===== src/design/i2crm_pkg.sv =====
// Shared types and codes for the I2C register master.
// No dependencies; used by the front, engine and top level.
package i2crm_pkg;

    localparam int QDepth = 2;
    localparam logic [7:0] AckLimitReset = 8'd250;

    typedef enum logic [1:0] {
        CMD_TICK     = 2'd0,
        CMD_BEGIN_WR = 2'd1,
        CMD_BEGIN_RD = 2'd2,
        CMD_WR_BYTE  = 2'd3
    } t_cmd;

    typedef enum logic [1:0] {
        KIND_ADDRW = 2'd0,
        KIND_REG   = 2'd1,
        KIND_DATA  = 2'd2,
        KIND_ADDRR = 2'd3
    } t_kind;

    typedef enum logic [4:0] {
        PH_IDLE      = 5'd0,
        PH_START     = 5'd1,
        PH_RSTART    = 5'd2,
        PH_TX_ADDRW  = 5'd3,
        PH_TX_REG    = 5'd4,
        PH_TX_DATA   = 5'd5,
        PH_TX_ADDRR  = 5'd6,
        PH_ACK_ADDRW = 5'd7,
        PH_ACK_REG   = 5'd8,
        PH_ACK_DATA  = 5'd9,
        PH_ACK_ADDRR = 5'd10,
        PH_WAIT      = 5'd11,
        PH_RX        = 5'd12,
        PH_MACK      = 5'd13,
        PH_MNACK     = 5'd14,
        PH_STOP      = 5'd15,
        PH_STOPE     = 5'd16
    } t_phase;

    typedef struct packed {
        t_cmd        cmd;
        logic [6:0]  target;
        logic [7:0]  reg_ptr;
        logic [15:0] length;
        logic [7:0]  wr_data;
        logic        sda_in;
    } t_item;

    // head of the queue as seen by the engine
    typedef struct packed {
        logic  avail;
        t_item item;
    } t_q_head;

    typedef struct packed {
        logic       scl;
        logic       sda_out;
        logic [7:0] read_byte;
        logic       read_valid;
        logic       read_last;
        logic       need_byte;
        logic       busy_res;
        logic       done_res;
        logic       nack_error;
    } t_result;

endpackage


===== src/design/i2c_register_master.sv =====
// Top level of the I2C register master: input queue plus bus engine.
// Depends on i2crm_pkg, i2crm_front and i2crm_engine.
//
// Input channel (i_valid / o_stall): one item per command. A tick advances
// the bus machine by one timing unit and carries the sampled SDA level;
// begin write / begin read start a transaction when idle; supply byte
// hands over the next write data byte.
// Output channel (o_valid / i_stall): exactly one result per input item,
// in order, giving the SCL/SDA drive to hold and the transaction status.
// Configuration: i_cfg_we writes i_cfg_wdata into the ACK timeout limit;
// write it only while no item is in flight.
// From input accept to result valid, the item lands in the two-entry queue
// and the engine then steps it into its output register.
// Throughput is one item per cycle while the receiver does not stall; the
// engine updates its whole state once per item.
// Reset (synchronous, active low) empties the queue and output register,
// puts the engine in idle and sets the timeout limit to 250.
// When the receiver stalls, the result holds, the engine pauses and the
// queue fills; o_stall rises once both queue entries are occupied.
module i2c_register_master (
    input  logic        i_clk,
    input  logic        i_rst_n,
    input  logic        i_cfg_we,
    input  logic [7:0]  i_cfg_wdata,
    input  logic        i_valid,
    output logic        o_stall,
    input  logic [1:0]  i_cmd,
    input  logic [6:0]  i_target,
    input  logic [7:0]  i_reg_ptr,
    input  logic [15:0] i_length,
    input  logic [7:0]  i_wr_data,
    input  logic        i_sda_in,
    output logic        o_valid,
    input  logic        i_stall,
    output logic        o_scl,
    output logic        o_sda_out,
    output logic [7:0]  o_read_byte,
    output logic        o_read_valid,
    output logic        o_read_last,
    output logic        o_need_byte,
    output logic        o_busy_res,
    output logic        o_done_res,
    output logic        o_nack_error
);
    import i2crm_pkg::*;

    t_q_head head;
    logic    pop;
    t_result res;

    i2crm_front u_front (
        .i_clk      (i_clk),
        .i_rst_n    (i_rst_n),
        .i_valid    (i_valid),
        .o_stall    (o_stall),
        .i_cmd      (i_cmd),
        .i_target   (i_target),
        .i_reg_ptr  (i_reg_ptr),
        .i_length   (i_length),
        .i_wr_data  (i_wr_data),
        .i_sda_in   (i_sda_in),
        .o_head     (head),
        .i_pop      (pop)
    );

    i2crm_engine u_engine (
        .i_clk       (i_clk),
        .i_rst_n     (i_rst_n),
        .i_cfg_we    (i_cfg_we),
        .i_cfg_wdata (i_cfg_wdata),
        .i_head      (head),
        .o_pop       (pop),
        .o_valid     (o_valid),
        .i_stall     (i_stall),
        .o_res       (res)
    );

    assign o_scl        = res.scl;
    assign o_sda_out    = res.sda_out;
    assign o_read_byte  = res.read_byte;
    assign o_read_valid = res.read_valid;
    assign o_read_last  = res.read_last;
    assign o_need_byte  = res.need_byte;
    assign o_busy_res   = res.busy_res;
    assign o_done_res   = res.done_res;
    assign o_nack_error = res.nack_error;

endmodule


===== src/design/i2crm_front.sv =====
// Input side of the I2C register master: accepts items, decodes the command
// and holds them in a two-entry queue. Depends on i2crm_pkg.
module i2crm_front (
    input  logic               i_clk,
    input  logic               i_rst_n,
    input  logic               i_valid,
    output logic               o_stall,
    input  logic [1:0]         i_cmd,
    input  logic [6:0]         i_target,
    input  logic [7:0]         i_reg_ptr,
    input  logic [15:0]        i_length,
    input  logic [7:0]         i_wr_data,
    input  logic               i_sda_in,
    output i2crm_pkg::t_q_head o_head,
    input  logic               i_pop
);
    import i2crm_pkg::*;

    t_item r_mem [QDepth];
    logic [$clog2(QDepth)-1:0] r_wptr, r_rptr;
    logic [$clog2(QDepth+1)-1:0] r_count;
    logic  push;
    t_item in_item;

    always_comb begin
        in_item.cmd     = t_cmd'(i_cmd);
        in_item.target  = i_target;
        in_item.reg_ptr = i_reg_ptr;
        in_item.length  = i_length;
        in_item.wr_data = i_wr_data;
        in_item.sda_in  = i_sda_in;
    end

    assign o_stall      = (r_count == QDepth[$clog2(QDepth+1)-1:0]);
    assign push         = i_valid && !o_stall;
    assign o_head.avail = (r_count != '0);
    assign o_head.item  = r_mem[r_rptr];

    always_ff @(posedge i_clk) begin
        if (push) begin
            r_mem[r_wptr] <= in_item;
        end
    end

    always_ff @(posedge i_clk) begin
        if (!i_rst_n) begin
            r_wptr  <= '0;
            r_rptr  <= '0;
            r_count <= '0;
        end else begin
            if (push) begin
                r_wptr <= r_wptr + 1'b1;
            end
            if (i_pop) begin
                r_rptr <= r_rptr + 1'b1;
            end
            case ({push, i_pop})
                2'b10:   r_count <= r_count + 1'b1;
                2'b01:   r_count <= r_count - 1'b1;
                default: r_count <= r_count;
            endcase
        end
    end

endmodule


===== src/design/i2crm_engine.sv =====
// Bus engine of the I2C register master: steps the bit machine once per
// queued item and registers the result. Depends on i2crm_pkg.
module i2crm_engine (
    input  logic               i_clk,
    input  logic               i_rst_n,
    input  logic               i_cfg_we,
    input  logic [7:0]         i_cfg_wdata,
    input  i2crm_pkg::t_q_head i_head,
    output logic               o_pop,
    output logic               o_valid,
    input  logic               i_stall,
    output i2crm_pkg::t_result o_res
);
    import i2crm_pkg::*;

    t_phase      r_phase, n_phase;
    logic [1:0]  r_tick, n_tick;
    logic [3:0]  r_bit, n_bit;
    logic [7:0]  r_shift, n_shift;
    logic [15:0] r_left, n_left;
    logic [7:0]  r_poll, n_poll;
    logic [6:0]  r_taddr, n_taddr;
    logic [7:0]  r_raddr, n_raddr;
    logic        r_is_read, n_is_read;
    logic [8:0]  r_pend, n_pend;
    logic [7:0]  r_limit;
    logic        r_out_valid;
    t_result     r_res, n_res;

    logic        do_tx, do_nw, n_rvalid, n_rlast, n_done, n_err;
    t_kind       tx_kind;
    logic [7:0]  n_rbyte;
    logic [3:0]  bit_inc;
    logic [7:0]  rx_shift;
    t_item       it;

    assign it      = i_head.item;
    assign o_pop   = i_head.avail && (!r_out_valid || !i_stall);
    assign o_valid = r_out_valid;
    assign o_res   = r_res;
    assign bit_inc = r_bit + 4'd1;
    assign rx_shift = {r_shift[6:0], it.sda_in};

    always_comb begin : next_state
        n_phase   = r_phase;
        n_tick    = r_tick;
        n_bit     = r_bit;
        n_shift   = r_shift;
        n_left    = r_left;
        n_poll    = r_poll;
        n_taddr   = r_taddr;
        n_raddr   = r_raddr;
        n_is_read = r_is_read;
        n_pend    = r_pend;
        do_tx     = 1'b0;
        do_nw     = 1'b0;
        tx_kind   = KIND_ADDRW;
        n_rbyte   = 8'd0;
        n_rvalid  = 1'b0;
        n_rlast   = 1'b0;
        n_done    = 1'b0;
        n_err     = 1'b0;

        if (it.cmd == CMD_BEGIN_WR || it.cmd == CMD_BEGIN_RD) begin
            if (r_phase == PH_IDLE) begin
                n_taddr   = it.target;
                n_raddr   = it.reg_ptr;
                n_left    = it.length;
                n_is_read = (it.cmd == CMD_BEGIN_RD);
                n_pend    = 9'd0;
                n_bit     = 4'd0;
                n_poll    = 8'd0;
                n_phase   = PH_START;
                n_tick    = 2'd0;
            end
        end else if (it.cmd == CMD_WR_BYTE) begin
            n_pend = {1'b1, it.wr_data};
            if (r_phase == PH_WAIT) begin
                do_tx   = 1'b1;
                tx_kind = KIND_DATA;
            end
        end else begin
            unique case (r_phase)
                PH_IDLE: ;
                PH_START, PH_RSTART: begin
                    if (r_tick != 2'd3) begin
                        n_tick = r_tick + 2'd1;
                    end else begin
                        do_tx   = 1'b1;
                        tx_kind = (r_phase == PH_START) ? KIND_ADDRW : KIND_ADDRR;
                    end
                end
                PH_TX_ADDRW, PH_TX_REG, PH_TX_DATA, PH_TX_ADDRR: begin
                    if (r_tick < 2'd2) begin
                        n_tick = r_tick + 2'd1;
                    end else begin
                        n_shift = {r_shift[6:0], 1'b0};
                        n_bit   = bit_inc;
                        n_tick  = 2'd0;
                        if (bit_inc[3]) begin
                            n_poll = 8'd0;
                            unique case (r_phase)
                                PH_TX_ADDRW: n_phase = PH_ACK_ADDRW;
                                PH_TX_REG:   n_phase = PH_ACK_REG;
                                PH_TX_DATA:  n_phase = PH_ACK_DATA;
                                default:     n_phase = PH_ACK_ADDRR;
                            endcase
                        end
                    end
                end
                PH_ACK_ADDRW, PH_ACK_REG, PH_ACK_DATA, PH_ACK_ADDRR: begin
                    if (r_tick == 2'd0) begin
                        n_tick = 2'd1;
                    end else if (r_tick == 2'd1) begin
                        if (!it.sda_in) begin
                            n_tick = 2'd2;
                        end else if (r_poll >= r_limit) begin
                            n_phase = PH_STOPE;
                            n_tick  = 2'd0;
                        end else begin
                            n_poll = r_poll + 8'd1;
                        end
                    end else begin
                        unique case (r_phase)
                            PH_ACK_ADDRW: begin
                                do_tx   = 1'b1;
                                tx_kind = KIND_REG;
                            end
                            PH_ACK_REG: begin
                                if (r_is_read) begin
                                    n_phase = PH_RSTART;
                                    n_tick  = 2'd0;
                                end else begin
                                    do_nw = 1'b1;
                                end
                            end
                            PH_ACK_DATA: do_nw = 1'b1;
                            default: begin
                                n_tick = 2'd0;
                                if (r_left == 16'd0) begin
                                    n_phase = PH_STOP;
                                end else begin
                                    n_bit   = 4'd0;
                                    n_shift = 8'd0;
                                    n_phase = PH_RX;
                                end
                            end
                        endcase
                    end
                end
                PH_WAIT: do_nw = 1'b1;
                PH_RX: begin
                    if (r_tick == 2'd0) begin
                        n_tick = 2'd1;
                    end else begin
                        n_shift = rx_shift;
                        n_bit   = bit_inc;
                        n_tick  = 2'd0;
                        if (bit_inc[3]) begin
                            n_rbyte  = rx_shift;
                            n_rvalid = 1'b1;
                            n_rlast  = (r_left <= 16'd1);
                            if (r_left != 16'd0) begin
                                n_left = r_left - 16'd1;
                            end
                            n_phase = n_rlast ? PH_MNACK : PH_MACK;
                        end
                    end
                end
                PH_MACK: begin
                    if (r_tick == 2'd0) begin
                        n_tick = 2'd1;
                    end else begin
                        n_bit   = 4'd0;
                        n_shift = 8'd0;
                        n_phase = PH_RX;
                        n_tick  = 2'd0;
                    end
                end
                PH_MNACK: begin
                    if (r_tick < 2'd2) begin
                        n_tick = r_tick + 2'd1;
                    end else begin
                        n_phase = PH_STOP;
                        n_tick  = 2'd0;
                    end
                end
                PH_STOP, PH_STOPE: begin
                    if (r_tick < 2'd2) begin
                        n_tick = r_tick + 2'd1;
                    end else begin
                        n_done  = 1'b1;
                        n_err   = (r_phase == PH_STOPE);
                        n_phase = PH_IDLE;
                        n_tick  = 2'd0;
                    end
                end
                default: begin
                    n_phase = PH_IDLE;
                    n_tick  = 2'd0;
                end
            endcase
        end

        // next write byte: stop, send a pending byte, or wait for one
        if (do_nw) begin
            n_tick = 2'd0;
            if (n_left == 16'd0) begin
                n_phase = PH_STOP;
            end else if (n_pend[8]) begin
                do_tx   = 1'b1;
                tx_kind = KIND_DATA;
            end else begin
                n_phase = PH_WAIT;
            end
        end

        if (do_tx) begin
            n_bit  = 4'd0;
            n_tick = 2'd0;
            unique case (tx_kind)
                KIND_ADDRW: begin
                    n_shift = {n_taddr, 1'b0};
                    n_phase = PH_TX_ADDRW;
                end
                KIND_REG: begin
                    n_shift = n_raddr;
                    n_phase = PH_TX_REG;
                end
                KIND_DATA: begin
                    n_shift = n_pend[7:0];
                    n_pend  = 9'd0;
                    if (n_left != 16'd0) begin
                        n_left = n_left - 16'd1;
                    end
                    n_phase = PH_TX_DATA;
                end
                default: begin
                    n_shift = {n_taddr, 1'b1};
                    n_phase = PH_TX_ADDRR;
                end
            endcase
        end
    end

    // line levels held after this step
    always_comb begin : outputs
        n_res            = '0;
        n_res.scl        = 1'b1;
        n_res.sda_out    = 1'b1;
        unique case (n_phase)
            PH_START, PH_RSTART: n_res.sda_out = (n_tick < 2'd2);
            PH_TX_ADDRW, PH_TX_REG, PH_TX_DATA, PH_TX_ADDRR: begin
                n_res.scl     = (n_tick == 2'd1);
                n_res.sda_out = n_shift[7];
            end
            PH_ACK_ADDRW, PH_ACK_REG, PH_ACK_DATA, PH_ACK_ADDRR:
                n_res.scl = (n_tick != 2'd0);
            PH_WAIT: n_res.scl = 1'b0;
            PH_RX:   n_res.scl = (n_tick == 2'd1);
            PH_MACK: begin
                n_res.scl     = (n_tick == 2'd1);
                n_res.sda_out = 1'b0;
            end
            PH_MNACK: n_res.scl = (n_tick == 2'd2);
            PH_STOP, PH_STOPE: begin
                n_res.scl     = (n_tick != 2'd0);
                n_res.sda_out = (n_tick == 2'd2);
            end
            default: ;
        endcase
        n_res.read_byte  = n_rbyte;
        n_res.read_valid = n_rvalid;
        n_res.read_last  = n_rlast;
        n_res.need_byte  = (n_phase == PH_WAIT);
        n_res.busy_res   = (n_phase != PH_IDLE);
        n_res.done_res   = n_done;
        n_res.nack_error = n_err;
    end

    always_ff @(posedge i_clk) begin
        if (!i_rst_n) begin
            r_phase     <= PH_IDLE;
            r_tick      <= 2'd0;
            r_bit       <= 4'd0;
            r_shift     <= 8'd0;
            r_left      <= 16'd0;
            r_poll      <= 8'd0;
            r_taddr     <= 7'd0;
            r_raddr     <= 8'd0;
            r_is_read   <= 1'b0;
            r_pend      <= 9'd0;
            r_limit     <= AckLimitReset;
            r_out_valid <= 1'b0;
        end else begin
            if (i_cfg_we) begin
                r_limit <= i_cfg_wdata;
            end
            if (o_pop) begin
                r_phase   <= n_phase;
                r_tick    <= n_tick;
                r_bit     <= n_bit;
                r_shift   <= n_shift;
                r_left    <= n_left;
                r_poll    <= n_poll;
                r_taddr   <= n_taddr;
                r_raddr   <= n_raddr;
                r_is_read <= n_is_read;
                r_pend    <= n_pend;
            end
            if (o_pop) begin
                r_out_valid <= 1'b1;
            end else if (!i_stall) begin
                r_out_valid <= 1'b0;
            end
        end
    end

    always_ff @(posedge i_clk) begin
        if (o_pop) begin
            r_res <= n_res;
        end
    end

endmodule


===== config.mk =====
export PLATFORM = sky130hd
export DESIGN_NAME = i2c_register_master
export DESIGN_NICKNAME = d
export VERILOG_FILES = /design/src/design/i2crm_pkg.sv /design/src/design/i2c_register_master.sv /design/src/design/i2crm_front.sv /design/src/design/i2crm_engine.sv
export SDC_FILE = /design/constraint.sdc
export NUM_CORES = 1
export LEC_CHECK = 0
export ABC_CLOCK_PERIOD_IN_PS = 7100
export BUFFER_PORTS_ARGS = -buffer_cell sky130_fd_sc_hd__buf_2
export CAP_MARGIN = 15
export CORE_ASPECT_RATIO = 0.9
export CORE_MARGIN = 5
export CORE_UTILIZATION = 61
export DETAILED_ROUTE_END_ITERATION = 10
export GPL_ROUTABILITY_DRIVEN = 0
export PLACE_DENSITY = 0.81
export SYNTH_ARGS = -nofsm -noshare
export SYNTH_HDL_FRONTEND = slang
export SYNTH_SLANG_ARGS = --single-unit

===== constraint.sdc =====
create_clock -name i_clk -period 7.1 [get_ports i_clk]
set_input_delay 1.42 -clock i_clk [delete_from_list [all_inputs] [get_ports i_clk]]
set_output_delay 1.42 -clock i_clk [all_outputs]
set_load 0.01 [all_outputs]

==> out/summary.txt <==
outcome: finished, final reports clean
power share of the clock group: 19.0%
final instance area: 0.01111 mm2
Worst setup endpoint: u_engine.r_left[5]$_SDFFE_PN0P_
cts bufs inserted: 17
clock buffer depth: 2
DR vias: 8705
first-pass GRT wire length: 41330 um
Post-Route Skew: 0.01483 ns
setup TNS: 0 ns
combinational power share: 50.4%
CP Data Arrival Time: 6.37 ns
top-area cell type share of the netlist area: 30.10%
Detail Placement HPWL: 17110 um
# hold bufs at CTS: 0
Via density: 6.590
die area: 0.01902 mm2
Worst Max-Slew Pin Slew: 1.152 ns
worst-path cell chain: nand2_1 > nor4_4 > and3_1 > a311oi_1 > a311oi_1 > nor4b_2 > buf_4 > and2_1 > and3_1 > o22ai_1 > ha_1 > nand2b_1 > a41oi_2 > nand3_1 > or4_1 > nand3_1
min Tclk post-route: 6.000 ns
Post-DRT Antenna Nets: 0
Root Driver: clkbuf_16
clk sink count: 182
achievable clock frequency: 166.7 MHz
sequential cell area fraction in the yosys report: 46.55%
WL final: 25400 um
Synth area leaders: edfxtp_1, dfxtp_1, mux2i_1, nor2_1, nand2_1
Yosys top cell by area: edfxtp_1
starting density of the core: 62.06%
Iter 0 DRT Violations: 1180
core area: 0.01608 mm2
critical path data required time: 7.47 ns
initial antenna violation count: 0
Inst Count DP: 1288
Peak VDD IR: 0.0003781 V
Synth Flop Type: edfxtp_1
Antenna Cells: 0
HP Class: register to register
Internal: 0.002769 W
worst skew pair latency: 0.43 ns
IO Pins: 73
worst hold slack: 0.4613 ns
maximum fanout along the worst path: 22
total track usage: 26.84%
critical path's largest stage delay: 0.81 ns
final worst slack: 1.100 ns
IO buf count: 72
Die W: 144.8 um
setup bufs post-CTS: 0
Synth async-reset ratio: 0%
TritonCTS clock tree: done
crit path from: u_engine.r_phase[3]$_SDFFE_PN0P_
sequential power share: 30.6%
# rows: 44
final non-filler cell total: 1321
Mapped Area: 0.009977 mm2
area of the multi-input gates: 0.004961 mm2
#FFs+latches synth: 182
Synth Warn #: 0
CP max stage cell: dfxtp_1
layout cell share with drive strength beyond 1: 14.00%
pre-CTS WS: 1.407 ns
endpoint class of the critical path: register
H-tree depth: 4
Filler Cell Count: 1241
area grow syn2layout: 11.34%
PD cells: 459.3 mW/mm2
storage element area: 0.004646 mm2
drc violations: 0
die extent in y: 131.3 um
Crit Path Category: register to register
Tcrit/Tclk final: 84.51%
Fin. Hold Viols: 0
slew margin rel.: 23.11%
total grt overflow: 0
per-cell routed wire length: 19.22 um
Final setup violation count: 0
clk slew on worst S/H paths: 0.08 ns
LEAKAGE: 3.985 nW
synth unique cells: 77
CTS-repair resized insts: 0
Syn Inst Count: 1064
worst r2r dst: u_engine.r_left[5]$_SDFFE_PN0P_
R2R setup slack: 1.10 ns
largest net degree at the start of global routing: 64
Startpoint Class: register
switching pwr: 0.002333 W
placed inst area: 0.01048 mm2
Post-Syn Nets: 1142
Syn Area/Cell: 9.377 um2
commonest non-fill, non-tap cell in the layout: nor2_1
RSZ-0062 raised after global routing: no
max-cap violation count: 0
Max Slew Vio Count: 0
commonest cells after routing, fill and taps aside: nor2_1, edfxtp_1, nand2_1, dfxtp_1, buf_2
Final #Nets: 1179
Critical R2R Launch: u_engine.r_phase[3]$_SDFFE_PN0P_
vias in the first global route: 7937
Register-to-Register Path Depth: 16
Post-synth EDFFs: 100
switch share: 45.73%
DRT Pass-1 Iters: 5
-- metrics by stage --
step | power (W) | util, %
4_1_cts | 0.005028 | 69.05
6_report | 0.005102 | 69.10
5_1_grt | 0.005400 | 69.10
2_1_floorplan | 0.003368 | -
3_5_place_dp | 0.004035 | 65.18
3_3_place_gp | 0.003986 | 65.18
-- state kept, by name (all words and copies together), names as in the netlist, named ones only --
register,count
u_engine.r_taddr,7
u_engine.r_pend,9
u_engine.r_shift,8
u_engine.r_left,16
u_engine.r_tick,2
u_front.r_mem,84
u_front.r_wptr,1
u_engine.r_raddr,8
u_engine.r_is_read,1
u_engine.r_phase,5
u_engine.r_bit,4
u_engine.r_limit,8
u_engine.o_valid,1
u_front.r_count,2
u_front.r_rptr,1
u_engine.r_poll,8
u_engine.o_res,16
-- cells in the mapped netlist (8+ instances only) --
cell,instances
nor2_1,111
edfxtp_1,100
nand2_1,94
dfxtp_1,82
clkbuf_1,62
a21oi_1,55
o21ai_0,48
mux2i_1,47
a211oi_1,37
nand3_1,36
nor3_1,28
a22oi_1,23
ha_1,23
inv_1,22
nand4_1,20
and3_1,18
o211ai_1,17
nand2b_1,15
a31oi_1,14
o22ai_1,14
or3_1,14
xor2_1,14
xnor2_1,13
nor4_1,12
nor2b_1,10
buf_1,8
or2_2,8
-- worst max-delay path, delay by kind of cell (launching register included) --
kind	cells	cell delay, ns
fa+ha+maj	1	0.48
buf+inv	1	0.20
simple gates	10	2.95
compound gates	4	1.46
flops	1	0.81
-- worst min-delay path by stage --
stage / start / end / slack, ns / depth (start not counted)
5_1_grt: u_engine.r_shift[7]$_SDFFE_PN0P_ / u_engine.r_shift[7]$_SDFFE_PN0P_ / 0.50 / 2
3_5_place_dp: u_engine.r_shift[7]$_SDFFE_PN0P_ / u_engine.r_shift[7]$_SDFFE_PN0P_ / 0.45 / 2
3_3_place_gp: u_engine.r_shift[7]$_SDFFE_PN0P_ / u_engine.r_shift[7]$_SDFFE_PN0P_ / 0.44 / 2
6_report: u_engine.r_shift[7]$_SDFFE_PN0P_ / u_engine.r_shift[7]$_SDFFE_PN0P_ / 0.46 / 2
4_1_cts: u_engine.r_shift[7]$_SDFFE_PN0P_ / u_engine.r_shift[7]$_SDFFE_PN0P_ / 0.46 / 2
2_1_floorplan: u_engine.r_shift[7]$_SDFFE_PN0P_ / u_engine.r_shift[7]$_SDFFE_PN0P_ / 0.43 / 2
-- metal layers --
metal	wire length, um	GRT usage (%)
met5	0	0
met1	10810	39.83
met3	2817	6.214
met2	11060	38.91
met4	706	8.549
-- cell type report --
cell class	instances	share of cell area [%]
clock inverter	14	1.656
sequential	182	41.82
timing repair buffer	94	4.731
clock buffer	18	3.954
multi-input combinational	781	44.66
inverter	25	0.8448
tap	207	2.332
-- kinds of logic after synthesis --
group,share of synthesized area (%)
mux,5.167
fa+ha+maj,2.884
simple gates,20.35
flops,46.55
xor+xnor,2.370
compound gates,18.80
buf+inv,3.875
-- power by group through the flow --
stage                     Sequential [W]  Combinational (W)  Clock (W)
after floorplan                  0.00151            0.00186          0
after global placement           0.00156            0.00243          0
after detailed placement         0.00157            0.00247          0
after CTS                        0.00155            0.00249   0.000987
after global routing             0.00158            0.00278    0.00104
final                            0.00156            0.00257   0.000972
(Power assumes the default switching activity.)
